## config.mk

```make
export PLATFORM = sky130hd
export DESIGN_NAME = midi_loop_marker_detector_top
export DESIGN_NICKNAME = d
export VERILOG_FILES = /design/src/hdl/mlmd_pkg.sv /design/src/hdl/mlmd_front.sv /design/src/hdl/mlmd_back.sv /design/src/hdl/midi_loop_marker_detector_top.sv
export SDC_FILE = /design/constraint.sdc
export NUM_CORES = 1
export LEC_CHECK = 0
export BUFFER_PORTS_ARGS = -buffer_cell sky130_fd_sc_hd__buf_2
export CAP_MARGIN = 20
export CORE_ASPECT_RATIO = 0.6
export CORE_MARGIN = 3
export CORE_UTILIZATION = 35
export CTS_CLUSTER_DIAMETER = 60
export DETAILED_ROUTE_END_ITERATION = 8
export GPL_TIMING_DRIVEN = 0
export PLACE_DENSITY = 0.58
export SYNTH_ARGS = -nofsm -noshare
export SYNTH_HDL_FRONTEND = slang
export SYNTH_SLANG_ARGS = --single-unit
```

## constraint.sdc

```tcl
create_clock -name clk -period 5.53 [get_ports clk]
set_clock_uncertainty 0.2 [all_clocks]
set_input_delay 0.553 -clock clk [delete_from_list [all_inputs] [get_ports clk]]
set_output_delay 0.553 -clock clk [all_outputs]
set_load 0.02 [all_outputs]
```

## src/hdl/mlmd_pkg.sv

```systemverilog
package mlmd_pkg;

    localparam logic [1:0] CMD_HEADER  = 2'd0;
    localparam logic [1:0] CMD_PAYLOAD = 2'd1;
    localparam logic [1:0] CMD_FINISH  = 2'd2;

    localparam logic [1:0] KIND_META = 2'd1;
    localparam logic [1:0] KIND_CC   = 2'd2;

    localparam logic [7:0] META_TEXT      = 8'h01;
    localparam logic [7:0] META_LYRIC     = 8'h05;
    localparam logic [7:0] META_MARKER    = 8'h06;
    localparam logic [7:0] META_CUE_POINT = 8'h07;

    localparam logic [6:0] CC_LOOP_111   = 7'd111;
    localparam logic [6:0] CC_LOOP_START = 7'd116;
    localparam logic [6:0] CC_LOOP_END   = 7'd117;

    localparam logic [31:0] NONE_TICK = 32'hFFFF_FFFF;

    localparam logic [1:0] SRC_NONE = 2'd0;
    localparam logic [1:0] SRC_TEXT = 2'd1;
    localparam logic [1:0] SRC_CC111 = 2'd2;
    localparam logic [1:0] SRC_CC116 = 2'd3;

    localparam logic [2:0] OP_DROP      = 3'd0;
    localparam logic [2:0] OP_HDR_OTHER = 3'd1;
    localparam logic [2:0] OP_HDR_TEXT  = 3'd2;
    localparam logic [2:0] OP_HDR_CC111 = 3'd3;
    localparam logic [2:0] OP_HDR_CC116 = 3'd4;
    localparam logic [2:0] OP_HDR_CC117 = 3'd5;
    localparam logic [2:0] OP_BYTE      = 3'd6;
    localparam logic [2:0] OP_FINISH    = 3'd7;

    localparam int unsigned WIN_BYTES = 10;

    localparam logic [71:0] PAT_LOOPSTART  = "loopstart";
    localparam logic [79:0] PAT_LOOP_START = "loop start";
    localparam logic [79:0] PAT_LOOP_USTART = {"loop", "_start"};
    localparam logic [79:0] PAT_LOOP_BEGIN = "loop begin";
    localparam logic [55:0] PAT_LOOPEND    = "loopend";
    localparam logic [63:0] PAT_LOOP_END   = "loop end";
    localparam logic [63:0] PAT_LOOP_UEND  = {"loop", "_end"};

    typedef struct packed {
        logic [1:0]  command;
        logic [31:0] event_tick;
        logic [1:0]  event_kind;
        logic [7:0]  meta_kind;
        logic [6:0]  controller_number;
        logic [7:0]  payload_byte;
        logic        payload_last;
    } in_item_t;

    typedef struct packed {
        logic        loop_found;
        logic [31:0] loop_start_tick;
        logic [31:0] loop_end_tick;
        logic [1:0]  marker_source;
    } out_item_t;

    typedef struct packed {
        logic [2:0]  code;
        logic [31:0] tick;
        logic [7:0]  data;
        logic        last;
    } op_t;

endpackage

```

## src/hdl/mlmd_front.sv

```systemverilog
module mlmd_front
    import mlmd_pkg::*;
#(
    parameter int unsigned DEPTH = 4
)
(
    input  logic     clk,
    input  logic     rst_n,
    input  logic     push,
    output logic     full,
    input  in_item_t item,
    output logic     op_valid,
    output op_t      op,
    input  logic     op_ready
);

    localparam int unsigned PTR_W = (DEPTH > 1) ? $clog2(DEPTH) : 1;
    localparam int unsigned CNT_W = $clog2(DEPTH + 1);

    op_t             class_op;
    logic            wr_en;
    logic            rd_en;
    op_t             mem [DEPTH];
    logic [PTR_W-1:0] wr_ptr_reg, wr_ptr_next;
    logic [PTR_W-1:0] rd_ptr_reg, rd_ptr_next;
    logic [CNT_W-1:0] count_reg, count_next;

    always_comb
    begin
        class_op.tick = item.event_tick;
        class_op.last = item.payload_last;
        class_op.data = item.payload_byte;
        if (item.payload_byte >= "A" && item.payload_byte <= "Z")
        begin
            class_op.data = item.payload_byte + 8'd32;
        end
        unique case (item.command)
            CMD_HEADER:
            begin
                if (item.event_kind == KIND_META &&
                    item.meta_kind inside {META_TEXT, META_LYRIC, META_MARKER, META_CUE_POINT})
                begin
                    class_op.code = OP_HDR_TEXT;
                end
                else if (item.event_kind == KIND_CC && item.controller_number == CC_LOOP_111)
                begin
                    class_op.code = OP_HDR_CC111;
                end
                else if (item.event_kind == KIND_CC && item.controller_number == CC_LOOP_START)
                begin
                    class_op.code = OP_HDR_CC116;
                end
                else if (item.event_kind == KIND_CC && item.controller_number == CC_LOOP_END)
                begin
                    class_op.code = OP_HDR_CC117;
                end
                else
                begin
                    class_op.code = OP_HDR_OTHER;
                end
            end
            CMD_PAYLOAD: class_op.code = OP_BYTE;
            CMD_FINISH:  class_op.code = OP_FINISH;
            default:     class_op.code = OP_DROP;
        endcase
    end

    assign full     = (count_reg == CNT_W'(DEPTH));
    assign op_valid = (count_reg != '0);
    assign op       = mem[rd_ptr_reg];
    assign wr_en    = push && !full && (class_op.code != OP_DROP);
    assign rd_en    = op_valid && op_ready;

    always_comb
    begin
        wr_ptr_next = wr_ptr_reg;
        rd_ptr_next = rd_ptr_reg;
        count_next  = count_reg;
        if (wr_en)
        begin
            wr_ptr_next = (wr_ptr_reg == PTR_W'(DEPTH - 1)) ? '0 : wr_ptr_reg + 1'b1;
        end
        if (rd_en)
        begin
            rd_ptr_next = (rd_ptr_reg == PTR_W'(DEPTH - 1)) ? '0 : rd_ptr_reg + 1'b1;
        end
        case ({wr_en, rd_en})
            2'b10:   count_next = count_reg + 1'b1;
            2'b01:   count_next = count_reg - 1'b1;
            default: count_next = count_reg;
        endcase
    end

    always_ff @(posedge clk)
    begin
        if (wr_en)
        begin
            mem[wr_ptr_reg] <= class_op;
        end
    end

    always_ff @(posedge clk or negedge rst_n)
    begin
        if (!rst_n)
        begin
            wr_ptr_reg <= '0;
            rd_ptr_reg <= '0;
            count_reg  <= '0;
        end
        else
        begin
            wr_ptr_reg <= wr_ptr_next;
            rd_ptr_reg <= rd_ptr_next;
            count_reg  <= count_next;
        end
    end

endmodule

```

## src/hdl/mlmd_back.sv

```systemverilog
module mlmd_back
    import mlmd_pkg::*;
(
    input  logic      clk,
    input  logic      rst_n,
    input  logic      op_valid,
    input  op_t       op,
    output logic      op_ready,
    output logic      empty,
    input  logic      pop,
    output out_item_t result
);

    logic [31:0] song_end_reg, song_end_next;
    logic [31:0] text_start_reg, text_start_next;
    logic [31:0] text_end_reg, text_end_next;
    logic        have_start_reg, have_start_next;
    logic        have_end_reg, have_end_next;
    logic [31:0] cc111_reg, cc111_next;
    logic [31:0] cc116_reg, cc116_next;
    logic [31:0] cc117_reg, cc117_next;
    logic [8*WIN_BYTES-1:0] win_reg, win_next;
    logic        hit_start_reg, hit_start_next;
    logic        hit_end_reg, hit_end_next;
    logic        is_text_reg, is_text_next;
    logic [31:0] cur_tick_reg, cur_tick_next;
    logic        res_valid_reg, res_valid_next;
    out_item_t   res_reg, res_next;

    logic [8*WIN_BYTES-1:0] win_shift;
    logic        match_start;
    logic        match_end;
    logic        hs;
    logic        he;
    logic        take;
    logic        pop_ok;
    out_item_t   report;

    assign pop_ok   = pop && res_valid_reg;
    assign op_ready = (op.code != OP_FINISH) || !res_valid_reg || pop;
    assign take     = op_valid && op_ready;
    assign empty    = !res_valid_reg;
    assign result   = res_reg;

    assign win_shift   = {win_reg[8*WIN_BYTES-9:0], op.data};
    assign match_start = (win_shift[71:0] == PAT_LOOPSTART) ||
                         (win_shift[79:0] == PAT_LOOP_START) ||
                         (win_shift[79:0] == PAT_LOOP_USTART) ||
                         (win_shift[79:0] == PAT_LOOP_BEGIN);
    assign match_end   = (win_shift[55:0] == PAT_LOOPEND) ||
                         (win_shift[63:0] == PAT_LOOP_END) ||
                         (win_shift[63:0] == PAT_LOOP_UEND);
    assign hs = hit_start_reg || match_start;
    assign he = hit_end_reg || match_end;

    always_comb
    begin
        report = '0;
        if (have_start_reg && have_end_reg && text_start_reg < text_end_reg)
        begin
            report.loop_found      = 1'b1;
            report.loop_start_tick = text_start_reg;
            report.loop_end_tick   = text_end_reg;
            report.marker_source   = SRC_TEXT;
        end
        else if (cc111_reg != NONE_TICK && cc111_reg < song_end_reg)
        begin
            report.loop_found      = 1'b1;
            report.loop_start_tick = cc111_reg;
            report.loop_end_tick   = song_end_reg;
            report.marker_source   = SRC_CC111;
        end
        else if (cc116_reg != NONE_TICK && cc117_reg != NONE_TICK && cc116_reg < cc117_reg)
        begin
            report.loop_found      = 1'b1;
            report.loop_start_tick = cc116_reg;
            report.loop_end_tick   = cc117_reg;
            report.marker_source   = SRC_CC116;
        end
    end

    always_comb
    begin
        song_end_next   = song_end_reg;
        text_start_next = text_start_reg;
        text_end_next   = text_end_reg;
        have_start_next = have_start_reg;
        have_end_next   = have_end_reg;
        cc111_next      = cc111_reg;
        cc116_next      = cc116_reg;
        cc117_next      = cc117_reg;
        win_next        = win_reg;
        hit_start_next  = hit_start_reg;
        hit_end_next    = hit_end_reg;
        is_text_next    = is_text_reg;
        cur_tick_next   = cur_tick_reg;
        res_valid_next  = res_valid_reg && !pop_ok;
        res_next        = res_reg;

        if (take)
        begin
            unique case (op.code) inside
                OP_HDR_OTHER, OP_HDR_TEXT, OP_HDR_CC111, OP_HDR_CC116, OP_HDR_CC117:
                begin
                    if (op.tick > song_end_reg)
                    begin
                        song_end_next = op.tick;
                    end
                    is_text_next = 1'b0;
                    if (op.code == OP_HDR_TEXT)
                    begin
                        is_text_next   = 1'b1;
                        cur_tick_next  = op.tick;
                        win_next       = '0;
                        hit_start_next = 1'b0;
                        hit_end_next   = 1'b0;
                    end
                    if (op.code == OP_HDR_CC111 && op.tick < cc111_reg)
                    begin
                        cc111_next = op.tick;
                    end
                    if (op.code == OP_HDR_CC116 && op.tick < cc116_reg)
                    begin
                        cc116_next = op.tick;
                    end
                    if (op.code == OP_HDR_CC117 && op.tick < cc117_reg)
                    begin
                        cc117_next = op.tick;
                    end
                end
                OP_BYTE:
                begin
                    if (is_text_reg)
                    begin
                        win_next       = win_shift;
                        hit_start_next = hs;
                        hit_end_next   = he;
                        if (hs && !have_start_reg)
                        begin
                            have_start_next = 1'b1;
                            text_start_next = cur_tick_reg;
                        end
                        if (he && !have_end_reg)
                        begin
                            have_end_next = 1'b1;
                            text_end_next = cur_tick_reg;
                        end
                        if (op.last)
                        begin
                            is_text_next = 1'b0;
                        end
                    end
                end
                OP_FINISH:
                begin
                    res_valid_next  = 1'b1;
                    res_next        = report;
                    song_end_next   = '0;
                    text_start_next = '0;
                    text_end_next   = '0;
                    have_start_next = 1'b0;
                    have_end_next   = 1'b0;
                    cc111_next      = NONE_TICK;
                    cc116_next      = NONE_TICK;
                    cc117_next      = NONE_TICK;
                    win_next        = '0;
                    hit_start_next  = 1'b0;
                    hit_end_next    = 1'b0;
                    is_text_next    = 1'b0;
                    cur_tick_next   = '0;
                end
                default:
                begin
                end
            endcase
        end
    end

    always_ff @(posedge clk)
    begin
        res_reg <= res_next;
    end

    always_ff @(posedge clk or negedge rst_n)
    begin
        if (!rst_n)
        begin
            song_end_reg   <= '0;
            text_start_reg <= '0;
            text_end_reg   <= '0;
            have_start_reg <= 1'b0;
            have_end_reg   <= 1'b0;
            cc111_reg      <= NONE_TICK;
            cc116_reg      <= NONE_TICK;
            cc117_reg      <= NONE_TICK;
            win_reg        <= '0;
            hit_start_reg  <= 1'b0;
            hit_end_reg    <= 1'b0;
            is_text_reg    <= 1'b0;
            cur_tick_reg   <= '0;
            res_valid_reg  <= 1'b0;
        end
        else
        begin
            song_end_reg   <= song_end_next;
            text_start_reg <= text_start_next;
            text_end_reg   <= text_end_next;
            have_start_reg <= have_start_next;
            have_end_reg   <= have_end_next;
            cc111_reg      <= cc111_next;
            cc116_reg      <= cc116_next;
            cc117_reg      <= cc117_next;
            win_reg        <= win_next;
            hit_start_reg  <= hit_start_next;
            hit_end_reg    <= hit_end_next;
            is_text_reg    <= is_text_next;
            cur_tick_reg   <= cur_tick_next;
            res_valid_reg  <= res_valid_next;
        end
    end

endmodule

```

## src/hdl/midi_loop_marker_detector_top.sv

```systemverilog
// MIDI loop marker detector.
// Input queue: drive item and push; a transaction completes on a clock edge with push high
// and full low. Send each event as a header transaction followed by its payload bytes
// (payload_last on the final byte), then a finish transaction to get the report.
// Result queue: while empty is low, result holds the report of the oldest finish;
// pop high with empty low completes the transaction.
// Throughput: one input transaction per cycle while full is low. Headers and payload
// bytes are absorbed in the cycle they leave the internal queue; the 10-byte text window
// compare and the 32-bit tick compares are combinational in the back end.
// A finish passes the internal queue and the output register to reach the result port.
// A stalled result queue (pop low) holds the pending report in the output register;
// headers and bytes keep flowing, and a second finish waits in the QUEUE_DEPTH-entry
// internal queue, so full rises once that queue fills.
// Reset (rst_n low) empties both queues and returns all tracked ticks and flags to their
// idle values; each finish also returns them to those values after reporting.
module midi_loop_marker_detector_top
    import mlmd_pkg::*;
#(
    parameter int unsigned QUEUE_DEPTH = 4
)
(
    input  logic      clk,
    input  logic      rst_n,
    input  logic      push,
    output logic      full,
    input  in_item_t  item,
    output logic      empty,
    input  logic      pop,
    output out_item_t result
);

    logic op_valid;
    logic op_ready;
    op_t  op;

    mlmd_front #(
        .DEPTH(QUEUE_DEPTH)
    ) u_front (
        .clk      (clk),
        .rst_n    (rst_n),
        .push     (push),
        .full     (full),
        .item     (item),
        .op_valid (op_valid),
        .op       (op),
        .op_ready (op_ready)
    );

    mlmd_back u_back (
        .clk      (clk),
        .rst_n    (rst_n),
        .op_valid (op_valid),
        .op       (op),
        .op_ready (op_ready),
        .empty    (empty),
        .pop      (pop),
        .result   (result)
    );

endmodule

```

* After elaboration in Yosys (flattened, before gate mapping)
Memories as Yosys holds them, arrays and structs flattened.
Index checks and enable logic that the tools add are counted.
** Operators by class
- Order comparisons :: 9
- $add $sub $neg :: 5
- Equal/unequal tests :: 42
- Multiplexer cells :: 50
- Reduce and logical (&&, ||, !) cells :: 54
** Operator list (number)
- case mux 32 bit (2 select lines) :: 7
- two-way mux 32 bit :: 9
- equality test 80 x 79 -> 1 bit (second input constant) :: 3
- case mux 72 bit (3 select lines) :: 1
- < comparator 32 bit :: 6
- two-way mux 72 bit :: 2
- two-way mux 66 bit :: 2
- equality test 64 x 63 -> 1 bit (second input constant) :: 2
- inequality test 32 bit (second input constant) :: 3
- equality test 72 x 71 -> 1 bit (second input constant) :: 1
- two-way mux 67 bit :: 1
- equality test 56 x 55 -> 1 bit (second input constant) :: 1
- greater-than comparator 32 bit :: 1
- equality test 8 x 3 -> 1 bit (second input constant) :: 3
- equality test 7 bit (second input constant) :: 3
- logical AND 1 bit :: 20
- equality test 3 bit (second input constant) :: 5
- AND reduction 3 bit :: 5
- two-way mux 1 bit :: 14
- two-way mux 3 bit :: 4
- inequality test 2 x 1 -> 1 bit (second input constant) :: 6
- AND reduction 4 bit :: 3
- equality test 2 bit (second input constant) :: 5
- logical OR 1 bit :: 9
- 26 further kinds :: 44
** Storage, ports and cells
- Memories :: 1
- Bits in writable memories :: 176
- Output and inout port bits :: 69
- Register bits after elaboration :: 376
- Bits of input ports :: 64
- Word-level logic and storage cells :: 182
** Memory list
- u_front.mem :: words 4, width 44, read ports 1, clocked after memory_dff 0, write ports 1, line mlmd_front.sv:23 : op_t mem [DEPTH];

* Depth between registers and ports, before layout
Gate-level depths: netlist of run 1.
- Depth in word-level cells :: 11
- Gate-level depth with buffers :: 15
- Gate-level depth less buffers :: 13

* By module
From an unflattened synthesis of run 1, not the netlist that was laid out.
** Second synthesis, totals
- Cell total of the unflattened synthesis :: 2728
- Area, all modules :: 30221.5 um^2
** By module, submodules not included
- mlmd_back :: instances 1, sequential area each 9689.3 um^2, cells each 2419, area each 23157.2 um^2
- mlmd_front :: instances 1, sequential area each 5460.2 um^2, cells each 309, area each 7064.3 um^2

* Worst setup path before layout of run 1
No wires, ideal clock.
- Path kind :: register -> register
- From :: reg u_front.rd_ptr_reg[0]
- To :: reg u_back.song_end_reg[22]
- Period minus slack after synthesis :: 4.810 ns
- Arrival :: 4.485 ns
- Buffers on the path :: 5
- Path slack :: 0.720 ns
- Library setup time :: 0.125 ns
- Data required time :: 5.205 ns
- Cell stages (with the launch flop) :: 16
- Cells stage by stage :: dfrtp_1 buf_6 buf_8 buf_2 buf_1 mux4_2 ha_1 nand4_1 nor2_1 nand3_1 or4_1 a2111oi_0 nor3_1 nor4_4 buf_2 mux2_2
** On the way
- Word-level cells in the longest chain between the ends :: 6
- Elaborated cells on any way between the ends :: 18
- Those cells by class :: 1 x order compare; 8 x eq/ne; 2 x mux; 6 x reduce/logical; 1 x memory
** Ends and longest elaborated chain
- start, declared :: line mlmd_front.sv:25 : logic [PTR_W-1:0] rd_ptr_reg, rd_ptr_next;
- start signal, assigned :: line mlmd_front.sv:113 : rd_ptr_reg <= rd_ptr_next;
- memory (4 x 44 bit) (*)
- branches (longest 5 deep; another with greater-than comparator 32 bit)
- end signal, assigned :: line mlmd_back.sv:205 : song_end_reg <= song_end_next;
- end, declared :: line mlmd_back.sv:14 : logic [31:0] song_end_reg, song_end_next;
Every way passes the cells marked *. The select of a mux whose other input is x is not followed.
A chain may end at the register's enable or synchronous reset.

* Worst setup path in the final report of run 1
- From :: reg u_front.rd_ptr_reg[1]
- To :: reg u_back.song_end_reg[10]
The elaborated chain is that of the path after synthesis.

==> results of run 1 <==
[cell type report]
cell class | instances | area, um2
clock buffers | 64 | 1470
fillers | 7559 | 46900
well taps | 1066 | 1330
repair buffers | 181 | 1250
clock inverters | 40 | 493
inverters | 213 | 800
flip-flops and latches | 552 | 15100
diodes | 1 | 2.50
multi-input cells | 1487 | 12000
plain buffers | 104 | 538
[cells in the mapped netlist (5+ instances only)]
master | number | area, um2
sky130_fd_sc_hd__and4_1 | 6 | 52.6
sky130_fd_sc_hd__ha_1 | 227 | 2840
sky130_fd_sc_hd__dfrtp_1 | 213 | 5330
sky130_fd_sc_hd__nor3_1 | 24 | 120
sky130_fd_sc_hd__nand2b_1 | 7 | 43.8
sky130_fd_sc_hd__nand4b_1 | 5 | 43.8
sky130_fd_sc_hd__nand3_1 | 22 | 110
sky130_fd_sc_hd__buf_2 | 18 | 90.1
sky130_fd_sc_hd__nor4b_1 | 8 | 70.1
sky130_fd_sc_hd__dfstp_2 | 96 | 2520
sky130_fd_sc_hd__a21oi_1 | 68 | 340
sky130_fd_sc_hd__edfxtp_1 | 243 | 7300
sky130_fd_sc_hd__mux2i_1 | 96 | 961
sky130_fd_sc_hd__o22a_1 | 32 | 280
sky130_fd_sc_hd__buf_1 | 13 | 48.8
sky130_fd_sc_hd__a21o_1 | 46 | 345
sky130_fd_sc_hd__o21ai_0 | 66 | 330
sky130_fd_sc_hd__nor2b_1 | 15 | 93.8
sky130_fd_sc_hd__o22ai_1 | 66 | 413
sky130_fd_sc_hd__nor2_1 | 140 | 526
sky130_fd_sc_hd__or4_1 | 5 | 37.5
sky130_fd_sc_hd__clkbuf_1 | 63 | 236
sky130_fd_sc_hd__o31ai_1 | 5 | 37.5
sky130_fd_sc_hd__mux2_2 | 98 | 1100
sky130_fd_sc_hd__nand2_1 | 212 | 796
sky130_fd_sc_hd__nor4_1 | 10 | 62.6
sky130_fd_sc_hd__nand4_1 | 67 | 419
sky130_fd_sc_hd__o21a_1 | 6 | 45.0
sky130_fd_sc_hd__o211ai_1 | 15 | 113
sky130_fd_sc_hd__nand3b_1 | 6 | 45.0
sky130_fd_sc_hd__a211oi_1 | 9 | 67.6
sky130_fd_sc_hd__mux4_1 | 6 | 158
sky130_fd_sc_hd__a22o_1 | 103 | 902
sky130_fd_sc_hd__inv_1 | 213 | 800
sky130_fd_sc_hd__mux4_2 | 38 | 856
sky130_fd_sc_hd__and3_1 | 7 | 43.8
sky130_fd_sc_hd__a2111oi_0 | 6 | 52.6
sky130_fd_sc_hd__buf_4 | 6 | 45.0
[layer usage]
metal,vias to the layer above,track usage (%)
met5,-,0
met4,0,3.60
met3,91,4.21
met2,582,27.9
met1,10400,31.8
li1,9240,-
[worst min-delay path by stage]
stage	start	to	slack (ps)
3_3_place_gp	u_back.win_reg[71]$_DFFE_PN0P_	u_back.win_reg[71]$_DFFE_PN0P_	290
3_5_place_dp	u_back.win_reg[64]$_DFFE_PN0P_	u_back.win_reg[64]$_DFFE_PN0P_	280
5_1_grt	pop	u_back.res_valid_reg$_DFF_PN0_	70
6_report	pop	u_back.res_valid_reg$_DFF_PN0_	80
2_1_floorplan	rst_n	u_back.cur_tick_reg[0]$_DFFE_PN0P_	60
4_1_cts	pop	u_back.res_valid_reg$_DFF_PN0_	50
[cell usage in the layout (no fill, tap or decap), types with 67 or more instances in the layout]
cell type                  instances
sky130_fd_sc_hd__ha_1            227
sky130_fd_sc_hd__edfxtp_1        243
sky130_fd_sc_hd__dfstp_2          96
sky130_fd_sc_hd__nand4_1          67
sky130_fd_sc_hd__a22o_1          103
sky130_fd_sc_hd__mux2_2           98
sky130_fd_sc_hd__nand2_1         212
sky130_fd_sc_hd__a21oi_1          68
sky130_fd_sc_hd__dfrtp_1         213
sky130_fd_sc_hd__inv_1           213
sky130_fd_sc_hd__nor2_1          136
sky130_fd_sc_hd__mux2i_1          96
sky130_fd_sc_hd__buf_2           147
[cell families after synthesis]
group	Yosys count
buffers and inverters	319
DFF	552
adders and majority gates	228
xor gates and xnor gates	3
muxes	238
AOI/OAI and AO/OA	460
and+or+nand+nor	558
[power by group]
group,internal (mW),switching (mW),total [mW]
Clock,2.39,1.74,4.12
Sequential,6.03,0.873,6.91
Combinational,4.57,7.64,12.2
[worst reg2reg max path, stage by stage, from the launching register on]
cell                        delay [ps]
sky130_fd_sc_hd__dfrtp_1           470
sky130_fd_sc_hd__clkbuf_4          280
sky130_fd_sc_hd__buf_4             230
sky130_fd_sc_hd__clkbuf_4          270
sky130_fd_sc_hd__mux4_2            470
sky130_fd_sc_hd__ha_1              360
sky130_fd_sc_hd__nand4_1           190
sky130_fd_sc_hd__nor2_1            230
sky130_fd_sc_hd__nand3_1           170
sky130_fd_sc_hd__or4_4             690
sky130_fd_sc_hd__a2111oi_4         320
sky130_fd_sc_hd__nor3_1            170
sky130_fd_sc_hd__nor4_4            290
sky130_fd_sc_hd__buf_4             200
sky130_fd_sc_hd__buf_2             290
sky130_fd_sc_hd__mux2_2            380
[repair_timing]
action / in CTS / in global routing
pin swaps: 1 / 0
hold buffers: 39 / 0
gates cloned: 0 / 0
hold endpoints to repair: 232 / 0
setup buffers: 1 / 0
setup endpoints to repair: 111 / 56
gates resized for setup: 15 / 5
[stage by stage]
step | cells | hold WS, ps
floorplan | 2358 | 57.4
global placement | 3556 | 285
detailed placement | 3565 | 284
CTS | 3707 | 46.2
global route | 3708 | 70.2
finish | 3708 | 80.8
==> results.md, run 1 <==
Run status:
- The flow ran to the end, and the final reports show no timing, DRC or antenna violations.

Routing:
- The routed metal-1 wire length is 44000 um.
- In the detailed route, the total length drawn on met2 is approximately 35000 um.
- The initial DRC count is 1860.
- The sum of met3 wire segment lengths after detailed routing is 5900 um.
- The remaining antenna violation count is 0.
- The detailed-route vias per instance is 5.47.
- Summed over all layers, the routed wires come to between 80000 and 90000 um.
- The remaining routing DRC violations is 0.
- Routed signal wires occupy layers up through met4.
- Across all layers, the routed design uses just over 20000 vias.
- The first detailed-routing pass ran for 7 iterations.
- Dividing the detail-routed wire length by the instance count gives roughly 23 um.

Timing:
- In this run the tightest slew margin relative to its limit is 23.4%.
- The maximum achievable frequency is ~190 MHz.
- At the pin with the least slew margin, the transition time is about 1100 ps.
- For the finished layout, the period the worst path requires is 5310 ps.
- The number of max-slew violations in the final report is 0.
- The setup-violating endpoint count in the final report is 0.
- Setup repair after global routing left no endpoint under its margin.
- Across all setup checks in the final design, the least slack found is 217 ps.
- The number of hold violations in the final report was 0.
- The summed negative setup slack over all endpoints is 0 ps.
- Dividing the final minimum period by the clock period gives 96.1%.

Synthesis:
- In this run, synthesis inferred about 240 flip-flops with an integrated enable.
- The mapped netlist covers ~0.028 mm2.
- The post-synth net total is approximately 2700.
- The flip-flop and latch count after synthesis is around 550.
- After Yosys synthesis, and, or, nand and nor cells account for a little under a tenth of the synthesized area.
- Summing the areas of all compound-gate instances in the mapped netlist gives between 10% and 20% of the synthesized area.
- After synthesis, the share of flip-flops with an asynchronous set or reset is a little under three fifths.
- In the synthesized netlist the dominant register cell turns out to be sky130_fd_sc_hd__edfxtp_1.
- In the synthesized netlist, mux cells make up a little over a tenth of the area.
- The mean instance size in the synthesized netlist is around 12 um2.
- The number of distinct library cells after synthesis is 81.
- The adder and majority cell fraction of the synthesized area is roughly a tenth.
- After synthesis, the largest family of logic cells by area is compound AO/OA/AOI/OAI gates.
- Counting every instance in the synthesized netlist gives around 2400.
- Summing the sequential cell areas from Yosys gives 53.4% of the chip area.
- The number of warnings reported in the yosys synthesis log is 0.
- The synthesized netlist devotes less than 1% of its cell area to XOR and XNOR gates.

Global route:
- The total overflow reported by the global router is 0.
- The first global-routing pass estimated 129000 um of wire.
- The largest net degree at the start of global routing is 106.
- In the global route stage, overall resource usage came out at approximately 20%.
- The number of global-route vias before repair came to just over 20000.
- The initial antenna violation count was 1.

Worst setup path:
- The endpoint identified for the worst register-to-register timing path is u_back.song_end_reg[10]$_DFFE_PN0P_.
- The highest fanout seen on the critical path is 10.
- The required time of the critical path is around 6000 ps.
- The start-to-end type of the worst setup path is flop to flop.
- The most critical setup path has its endpoint at u_back.song_end_reg[10]$_DFFE_PN0P_.
- The setup check on the worst reg-to-reg path leaves a slack of 220 ps.
- The data arrival time of the worst path is between 5000 and 6000 ps.
- The critical path crosses 15 cells after its start point.
- STA classifies the critical path startpoint as a flop.
- The largest single stage delay on the critical path is between 600 and 700 ps.
- In this run the critical register-to-register path is launched from u_front.rd_ptr_reg[1]$_DFFE_PN0P_.
- The kind of cell with the highest combined delay along the critical path is simple AND/OR/NAND/NOR gates.
- The buffer and inverter count on the worst path is 5.
- The cell depth of the worst flop-to-flop path is 15.
- For this design, the slowest cell found on the critical path is sky130_fd_sc_hd__or4_4.
- The beginning of the critical path is u_front.rd_ptr_reg[1]$_DFFE_PN0P_.
- The sort of element at the end of the critical path is a flop.
- Traced cell by cell, the critical path runs through clkbuf_4, buf_4, clkbuf_4, mux4_2, ha_1, nand4_1, nor2_1, nand3_1, or4_4, a2111oi_4, nor3_1, nor4_4, buf_4, buf_2, mux2_2.

Flow run:
- The count of maximum capacitance violations is 0.

CTS:
- The number of buffers added by the clock tree synthesis step is 55.
- The CTS sink count is 552.
- The clock tree root buffer cell is sky130_fd_sc_hd__clkbuf_16.
- The insertion delay of the later-clocked pin in the worst-skew pair is ~650 ps.
- TritonCTS built the clock tree.
- The number of H-tree levels is 2.
- The clock-pin slew on the worst setup and hold paths is 70 ps.
- The largest buffer count on any clock path is 3.

Finish:
- The net count of the finished layout is 2886.
- Compared with the post-synthesis result, the final layout area differs by 16.3%.
- The post-route netlist has 19.7% of its cells at a drive strength greater than 1.
- At the end of the flow the core is filled with cells to 41.3%.
- The cell area after layout is about 0.033 mm2.
- The register with the most flip-flops in the layout has approximately 180 of them.

Floorplan:
- Once the floorplan was initialized, standard cells occupied 35.5% of the core.
- The area enclosed by the die boundary is 0.0847 mm2.
- between 100 and 150 I/O pins were placed.
- The floorplan step set the die width to roughly 370 um.
- The number of standard-cell rows in the floorplan is 80.
- The die span in y is between 200 and 250 um.
- The placeable core region is ~0.080 mm2.

Place:
- Routability-driven placement finished with a final weighted congestion of between 0.9 and 1.
- In this run the tool buffered the top-level ports with ~130 buffer cells.
- The HPWL reported at the end of detailed placement is approximately 66000 um.
- Summing all placed instances gives a cell area of around 0.031 mm2.
- The setup slack after placement is -1300 ps.

Min path:
- The worst hold path was traced through 3 stages.
- The class of the most critical hold timing path is input pin to flop.

Pwr:
- For this design the static power due to leakage is roughly 14 nW.
- The power density relative to cell area is between 700 and 800 mW/mm2.
- The total design power is 23.2 mW.
- The largest vdd supply drop is 0.390 mV.
Power figures use the tool's default switching activity.
==> inputs of run 2 (changes only) <==
Settings changed: PLACE_DENSITY 0.58 to 0.6.
Clock period 5.53 ns to 4.5 ns, I/O delays scaled along.
==> results.md, run 2 (synthesis gave the netlist of run 1 again) <==
Global route:
- After global routing the overflow that remains totals 0.
- The global-route wire length before repair is about 130000 um.
- The number of global-route vias before repair is around 21000.
- Global routing consumed, over all layers together, between 20% and 30% of the routing resources.
- The largest net degree at the start of global routing is between 100 and 150.
- The initial antenna violation count is 3.

CTS:
- The largest buffer count on any clock path is 3.
- The clock-pin slew on the worst setup and hold paths is around 60 ps.
- For this design, the sink count on the clock tree is around 550.
- The clock tree root buffer cell is sky130_fd_sc_hd__clkbuf_16.
- The insertion delay of the later-clocked pin in the worst-skew pair is ~650 ps.
- The number of buffers added by the clock tree synthesis step is 54.
- TritonCTS built the clock tree.
- The H-tree was split into 2 levels.

Timing:
- In the final timing run, aggregate negative setup slack is 0 ps.
- In the finished design, the share of the clock period the worst path needs comes to 100%.
- The final period demand of the worst path is between 4000 and 5000 ps.
- The relative slew slack is a little over a fifth.
- For the pin with the worst max-slew slack, the measured transition is approximately 1200 ps.
- Timing would allow up to ~220 MHz.
- The number of hold violations in the final report is 0.
- The final setup slack of the worst path is 1.29 ps.
- The number of max-slew violations in the final report is 0.
- Setup violations remaining at the end of the flow were counted as 0.
- Setup repair after global routing could not meet its margin everywhere.
- Hold timing on the final database bottoms out at a slack of a little over 60 ps.

Routing:
- In the routed design, unresolved DRC markers number 0.
- The first detailed-routing pass took 6 iterations.
- Using the TritonRoute via totals, the vias-per-cell ratio works out to around 5.5.
- The initial DRC count is 2210.
- The average wire length per cell after detail routing is between 20 and 25 um.
- Across all layers, the routed design uses approximately 20000 vias.
- The final layout contains routed wiring with a total length of between 80000 and 90000 um.
- The remaining antenna violation count is 0.

Pwr:
- Summed over all cells, the static leakage comes to between 10 and 15 nW.
- VDD sags by at most 0.495 mV.
- The power density relative to cell area is around 900 mW/mm2.

Finish:
- After routing the design area is around 0.034 mm2.
- The core utilization of the finished layout is between 40% and 50%.
- From synthesis to final layout, the design area changed by 18.1%.
- The fraction of layout instances using a drive strength above 1 is between 20% and 30%.
- The post-layout net count is approximately 3000.
- The library cells used most frequently in the layout, excluding fill and tap cells, are sky130_fd_sc_hd__edfxtp_1 (243), sky130_fd_sc_hd__ha_1 (225), sky130_fd_sc_hd__inv_1 (213), sky130_fd_sc_hd__nand2_1 (212), sky130_fd_sc_hd__dfrtp_1 (212).
- The register with the most flip-flops in the layout has 176 of them.
- The most frequent standard cell in the layout excluding fill and tap cells is sky130_fd_sc_hd__edfxtp_1.

Min path:
- The worst hold path begins at item[7].
- For hold timing, the worst endpoint is u_front.mem[0][7]$_DFFE_PP_.
- The path class of the tightest hold or removal check is input pin to flop.
- The count of cells along the worst hold path is 2.

Worst setup path:
- The sort of element at the end of the critical path is a flop.
- For the worst flop-to-flop path, the logic depth is 11.
- The start-to-end type of the worst setup path is flop to flop.
- The startpoint of the worst-slack reg-to-reg timing path is u_back.cc111_reg[8]$_DFFE_PN1P_.
- The required time of the critical path is roughly 4800 ps.
- The setup check on the worst reg-to-reg path leaves a slack of approximately 1.3 ps.
- The capture point of the worst reg-to-reg path is u_back.result[16]$_DFFE_PP_.
- Data on the critical path arrives at its endpoint at roughly 4800 ps.
- The highest fanout seen on the critical path is 10.
- The launching element type of the critical path is a flop.

Place:
- Prior to clock tree synthesis, the placed netlist has a worst setup slack of -1760 ps.
- The placer congestion estimate is ~0.96.
- After legalization and detailed placement, the total HPWL measured ~66000 um.
- Summing all placed instances gives a cell area of a little over 0.03 mm2.
- Port buffering added roughly 130 buffers.

Floorplan:
- Measured along the y axis, the die boundary spans 227 um.
- The die span in x is roughly 370 um.
- For this configuration, the core starts out at a cell density of a little over a third.
- The placeable core region is roughly 0.080 mm2.
- about 130 I/O pins were placed.
- The area enclosed by the die boundary is ~0.085 mm2.
- The number of standard-cell rows in the floorplan is 80.

Flow run:
- The count of maximum capacitance violations is 0.

Run status:
- The flow ran to the end, and the final reports show no timing, DRC or antenna violations.
## run 2: layout make-up
cell class,instances,area (um2)
fill,7554,46300
inverter,213,800
clock inverter,35,484
sequential,552,15200
clock buffer,67,1450
antenna,1,2.50
buffer,105,677
multi-input combinational,1487,12100
tap,1066,1330
timing repair buffer,213,1500
## run 2: how the worst max path moves through the flow
stage	start	cells past startpoint	slack, ps	to
after CTS	u_front.rd_ptr_reg[0]$_DFFE_PN0P_	15	-4	u_back.song_end_reg[7]$_DFFE_PN0P_
final	u_back.cc111_reg[8]$_DFFE_PN1P_	11	1	u_back.result[16]$_DFFE_PP_
after detailed placement	u_front.rd_ptr_reg[1]$_DFFE_PN0P_	14	-1760	u_back.song_end_reg[16]$_DFFE_PN0P_
after global routing	u_front.rd_ptr_reg[1]$_DFFE_PN0P_	15	-140	u_back.song_end_reg[7]$_DFFE_PN0P_
after global placement	rst_n	1	-3350	u_back.song_end_reg[18]$_DFFE_PN0P_
after floorplan	u_front.rd_ptr_reg[0]$_DFFE_PN0P_	15	9	u_back.song_end_reg[22]$_DFFE_PN0P_
## run 2: where the power goes
group / leakage [nW] / total, mW / internal (mW) / switching (mW)
sequential: 6.04 / 8.49 / 7.42 / 1.08
combinational: 7.27 / 15.8 / 6.12 / 9.73
clock: 0.939 / 5.03 / 2.94 / 2.09
## run 2: metal layers
layer | track usage, % | wire [um] | part of all wire [%] | vias up
li1 | - | - | - | 9306
met1 | 31.9 | 43300 | 50 | 10500
met2 | 29.0 | 35500 | 41 | 686
met3 | 4.47 | 6860 | 7.9 | 89
met4 | 3.81 | 1230 | 1.4 | 2
met5 | 0 | 7 | 0.0081 | -
## run 2: worst max-delay path, cell delays in order (launching register included)
cell and delay [ps]:
sky130_fd_sc_hd__dfstp_2 590, sky130_fd_sc_hd__ha_1 170, sky130_fd_sc_hd__a21oi_1 70, sky130_fd_sc_hd__o21ai_0 840
sky130_fd_sc_hd__a22o_1 420, sky130_fd_sc_hd__nor3_1 170, sky130_fd_sc_hd__o211ai_1 230, sky130_fd_sc_hd__clkbuf_1 480
sky130_fd_sc_hd__buf_1 610, sky130_fd_sc_hd__nand2_1 130, sky130_fd_sc_hd__o22ai_1 250, sky130_fd_sc_hd__mux2_2 220
## run 2: metrics by stage
stage               total power, mW  instances
finish                         29.4       3739
global placement               22.8       3556
detailed placement             23.2       3564
global route                   31.2       3739
floorplan                      18.0       2358
CTS                            29.0       3734
## run 2: timing repair
| item | CTS | global route |
|---|---|---|
| hold buffers | 42 | 0 |
| resized for setup | 63 | 46 |
| pin swaps | 6 | 6 |
| endpoints found under the hold margin | 249 | 0 |
| setup endpoints to repair | 195 | 208 |
| buffers inserted | 27 | 4 |
==> inputs of run 3 (changes only) <==
Settings changed: CORE_MARGIN 3 to not set, CORE_UTILIZATION 35 to 56, PLACE_DENSITY 0.6 to 0.85.
==> results.md, run 3 (synthesis gave the netlist of run 1 again) <==
Worst setup path:
- The required time of the critical path is approximately 4800 ps.
- Along the worst path, the maximum fanout reaches 9.
- The critical path's slowest cell is sky130_fd_sc_hd__or4_4.
- The worst setup path is of the flop to flop kind.
- The critical path goes through buf_6, buf_12, buf_12, mux4_2, ha_4, nand4_1, nor2_2, nand3_2, or4_4, buf_4, nor2_2, nor3_2, nor4_4, buf_6, buf_12, mux2_2.
- The worst setup path is launched from a flop.
- The worst setup path is captured at a flop.
- Data on the critical path arrives at its endpoint at between 4000 and 5000 ps.
- Counting both buffers and inverters, the worst setup path holds a total of 6.
- The kind of cell adding the most delay to the critical path is simple AND/OR/NAND/NOR gates.
- The peak per-stage delay on the critical path is between 600 and 700 ps.
- The cell type with the highest occurrence count on the critical path is sky130_fd_sc_hd__buf_12.

Finish:
- The most frequent standard cell in the layout excluding fill and tap cells is sky130_fd_sc_hd__edfxtp_1.
- In the layout the commonest cells are sky130_fd_sc_hd__edfxtp_1 (243), sky130_fd_sc_hd__ha_1 (225), sky130_fd_sc_hd__inv_1 (213), sky130_fd_sc_hd__nand2_1 (212), sky130_fd_sc_hd__dfrtp_1 (212).
- The final cell count without fillers is 3350.
- The post-layout net count is between 2000 and 3000.
- The layout overhead on the synthesized area is 15.8%.
- The flip-flop count of the largest register after layout is around 180.
- Of the cells placed in the final design, the portion with a size suffix greater than 1 is 21.2%.
- The core utilization of the finished layout is approximately 66%.

Place:
- Counting tap cells, the placed design contains a total of ~3200 instances.
- At the end of routability-driven placement, the weighted congestion stood at between 1 and 1.5.
- The HPWL reported at the end of detailed placement is about 60000 um.
- The quantity of I/O buffers inserted on ports is about 130.

Timing:
- The number of max-slew violations in the final report is 0.
- Dividing the final minimum period by the clock period gives 100%.
- Setup repair after global routing could not meet its margin everywhere.
- The worst pin sits at a relative slew slack of just under 30%.
- Summed over all failing endpoints, the final setup total negative slack is -0.0795 ps.
- Once routing completed, OpenROAD measured the worst setup slack at -0.0795 ps.
- The worst path in the final design needs a cycle of approximately 4500 ps, including I/O delays and setup.
- The number of hold violations in the final report is 0.
- The transition time of the tightest slew-check pin is about 1000 ps.
- The final hold slack is about 23 ps.
- The maximum achievable frequency is 222 MHz.
- Setup violations remaining at the end of the flow were counted as 1.

Routing:
- For this block, the routed nets add up to slightly above 80000 um of wire.
- In the detailed route, the total length drawn on met2 is between 30000 and 40000 um.
- The remaining routing DRC violations is 0.
- The highest metal layer carrying signal wires in the routed design is met4.
- The total vias in the final route is 21400.
- The average wire length per cell after detail routing is around 25 um.
- The detailed-route vias per instance is about 6.4.
- In the detailed route, the total length drawn on met3 is between 9000 and 10000 um.
- The detailed router finished its first iteration with approximately 2700 violations.
- The remaining antenna violation count is 0.
- For this block, wires on met1 add up to between 30000 and 40000 um.
- The first detailed-routing pass ran for 7 iterations.

Global route:
- The total overflow reported by the global router is 0.
- The global routing usage summed across all routing layers is about 32%.
- The first global-routing pass estimated approximately 130000 um of wire.
- The largest net degree at the start of global routing is 122.
- The number of global-route vias before repair came to 21300.
- The initial antenna violation count came to 2.

Pwr:
- Summing internal, switching and leakage power gives roughly 29 mW.
- The largest vdd supply drop is a little under 0.6 mV.
- The static leakage is 14.2 nW.
- For this design the ratio of total power to cell area is slightly below 900 mW/mm2.

Min path:
- The worst hold path belongs to the class input pin to flop.

Floorplan:
- After floorplanning, the core was divided into 63 placement rows.
- The die span in x is 293 um.
- From bottom edge to top edge, the die measures about 180 um.
- The die covers roughly 0.052 mm2.
- 133 I/O pins were placed.
- The placeable core region is 0.0497 mm2.
- The initial utilization of the core area, before any placement, comes to between 50% and 60%.

Run status:
- The final reports fail on negative setup slack.
- The flow ran to the end, but the final reports show violations.

CTS:
- The number of buffers added by the clock tree synthesis step is between 50 and 60.
- The number of H-tree levels is 2.
- After clock tree synthesis, the clock-pin slew on the worst setup and hold paths is approximately 70 ps.
- The clock tree root buffer cell is sky130_fd_sc_hd__clkbuf_16.
- TritonCTS built the clock tree.
- The largest buffer count on any clock path is 3.
- The clock reaches the later pin of the worst-skew pair after between 600 and 700 ps.
- The CTS sink count is around 550.

Flow run:
- Max-cap violations in this run came to 0.
-- run 3: cell types whose count changed in the layout (fill, tap and decap cells not counted), moves of 2 or more --
| cell | change |
|---|---|
| sky130_fd_sc_hd__clkbuf_1 | +8 |
| sky130_fd_sc_hd__clkinv_8 | +2 |
| sky130_fd_sc_hd__mux2_2 | -3 |
| sky130_fd_sc_hd__bufinv_16 | -2 |
| sky130_fd_sc_hd__nor2_2 | +2 |
| sky130_fd_sc_hd__clkinv_2 | +3 |
| sky130_fd_sc_hd__mux2_4 | +3 |
| sky130_fd_sc_hd__clkinv_1 | -2 |
| sky130_fd_sc_hd__clkbuf_2 | -8 |
| sky130_fd_sc_hd__buf_6 | -4 |
| sky130_fd_sc_hd__diode_2 | +3 |
| sky130_fd_sc_hd__clkbuf_16 | -3 |
-- run 3: repair_timing --
action                     CTS  global route
hold buffers                41             0
gates resized for setup     38            42
setup endpoints to repair  155           173
hold endpoints to repair   232             0
gates cloned                 0             1
pin swaps                    4             6
buffers inserted            17            12
-- run 3: per-layer routing --
layer,GRT usage [%],vias to the layer above
met3,7.50,166
met5,0,-
met2,48.5,1184
met4,8.20,0
met1,47.2,10800
li1,-,9296
-- run 3: worst paths after layout --
path | slack [ps] | start | depth (start not counted) | to
max | -0.08 | u_front.rd_ptr_reg[0]$_DFFE_PN0P_ | 16 | u_back.song_end_reg[19]$_DFFE_PN0P_
min in group asynchronous | 180 | rst_n | 2 | u_front.wr_ptr_reg[1]$_DFFE_PN0P_
max reg2reg | -0.08 | u_front.rd_ptr_reg[0]$_DFFE_PN0P_ | 16 | u_back.song_end_reg[19]$_DFFE_PN0P_
max in group asynchronous | 2240 | rst_n | 4 | u_back.text_start_reg[12]$_DFFE_PN0P_
min | 20 | item[8] | 2 | u_front.mem[1][8]$_DFFE_PP_
min reg2reg | 310 | u_back.win_reg[67]$_DFFE_PN0P_ | 1 | u_back.win_reg[67]$_DFFE_PN0P_
-- run 3: power breakdown --
part / total [mW] / internal (mW) / switching (mW)
clock: 4.72 / 2.68 / 2.04
combinational: 16.0 / 6.15 / 9.81
sequential: 8.49 / 7.41 / 1.08
total: 29.2 / 16.2 / 12.9
-- run 3: area by class of cell --
class / instances / area [um2]
fillers: 3572 / 16900
clock inverters: 35 / 454
clock buffers: 61 / 1340
flip-flops and latches: 552 / 15200
diodes: 4 / 10.0
repair buffers: 212 / 1520
well taps: 682 / 853
plain buffers: 104 / 627
inverters: 213 / 800
multi-input cells: 1487 / 12100
-- run 3: stage by stage --
stage / setup slack [ps] / cell area, um2
after global placement: -3050 / 29900
after floorplan: 8.94 / 28400
after CTS: 14.5 / 32600
final: -0.0795 / 32900
after detailed placement: -1470 / 30100
after global routing: -49.5 / 32900
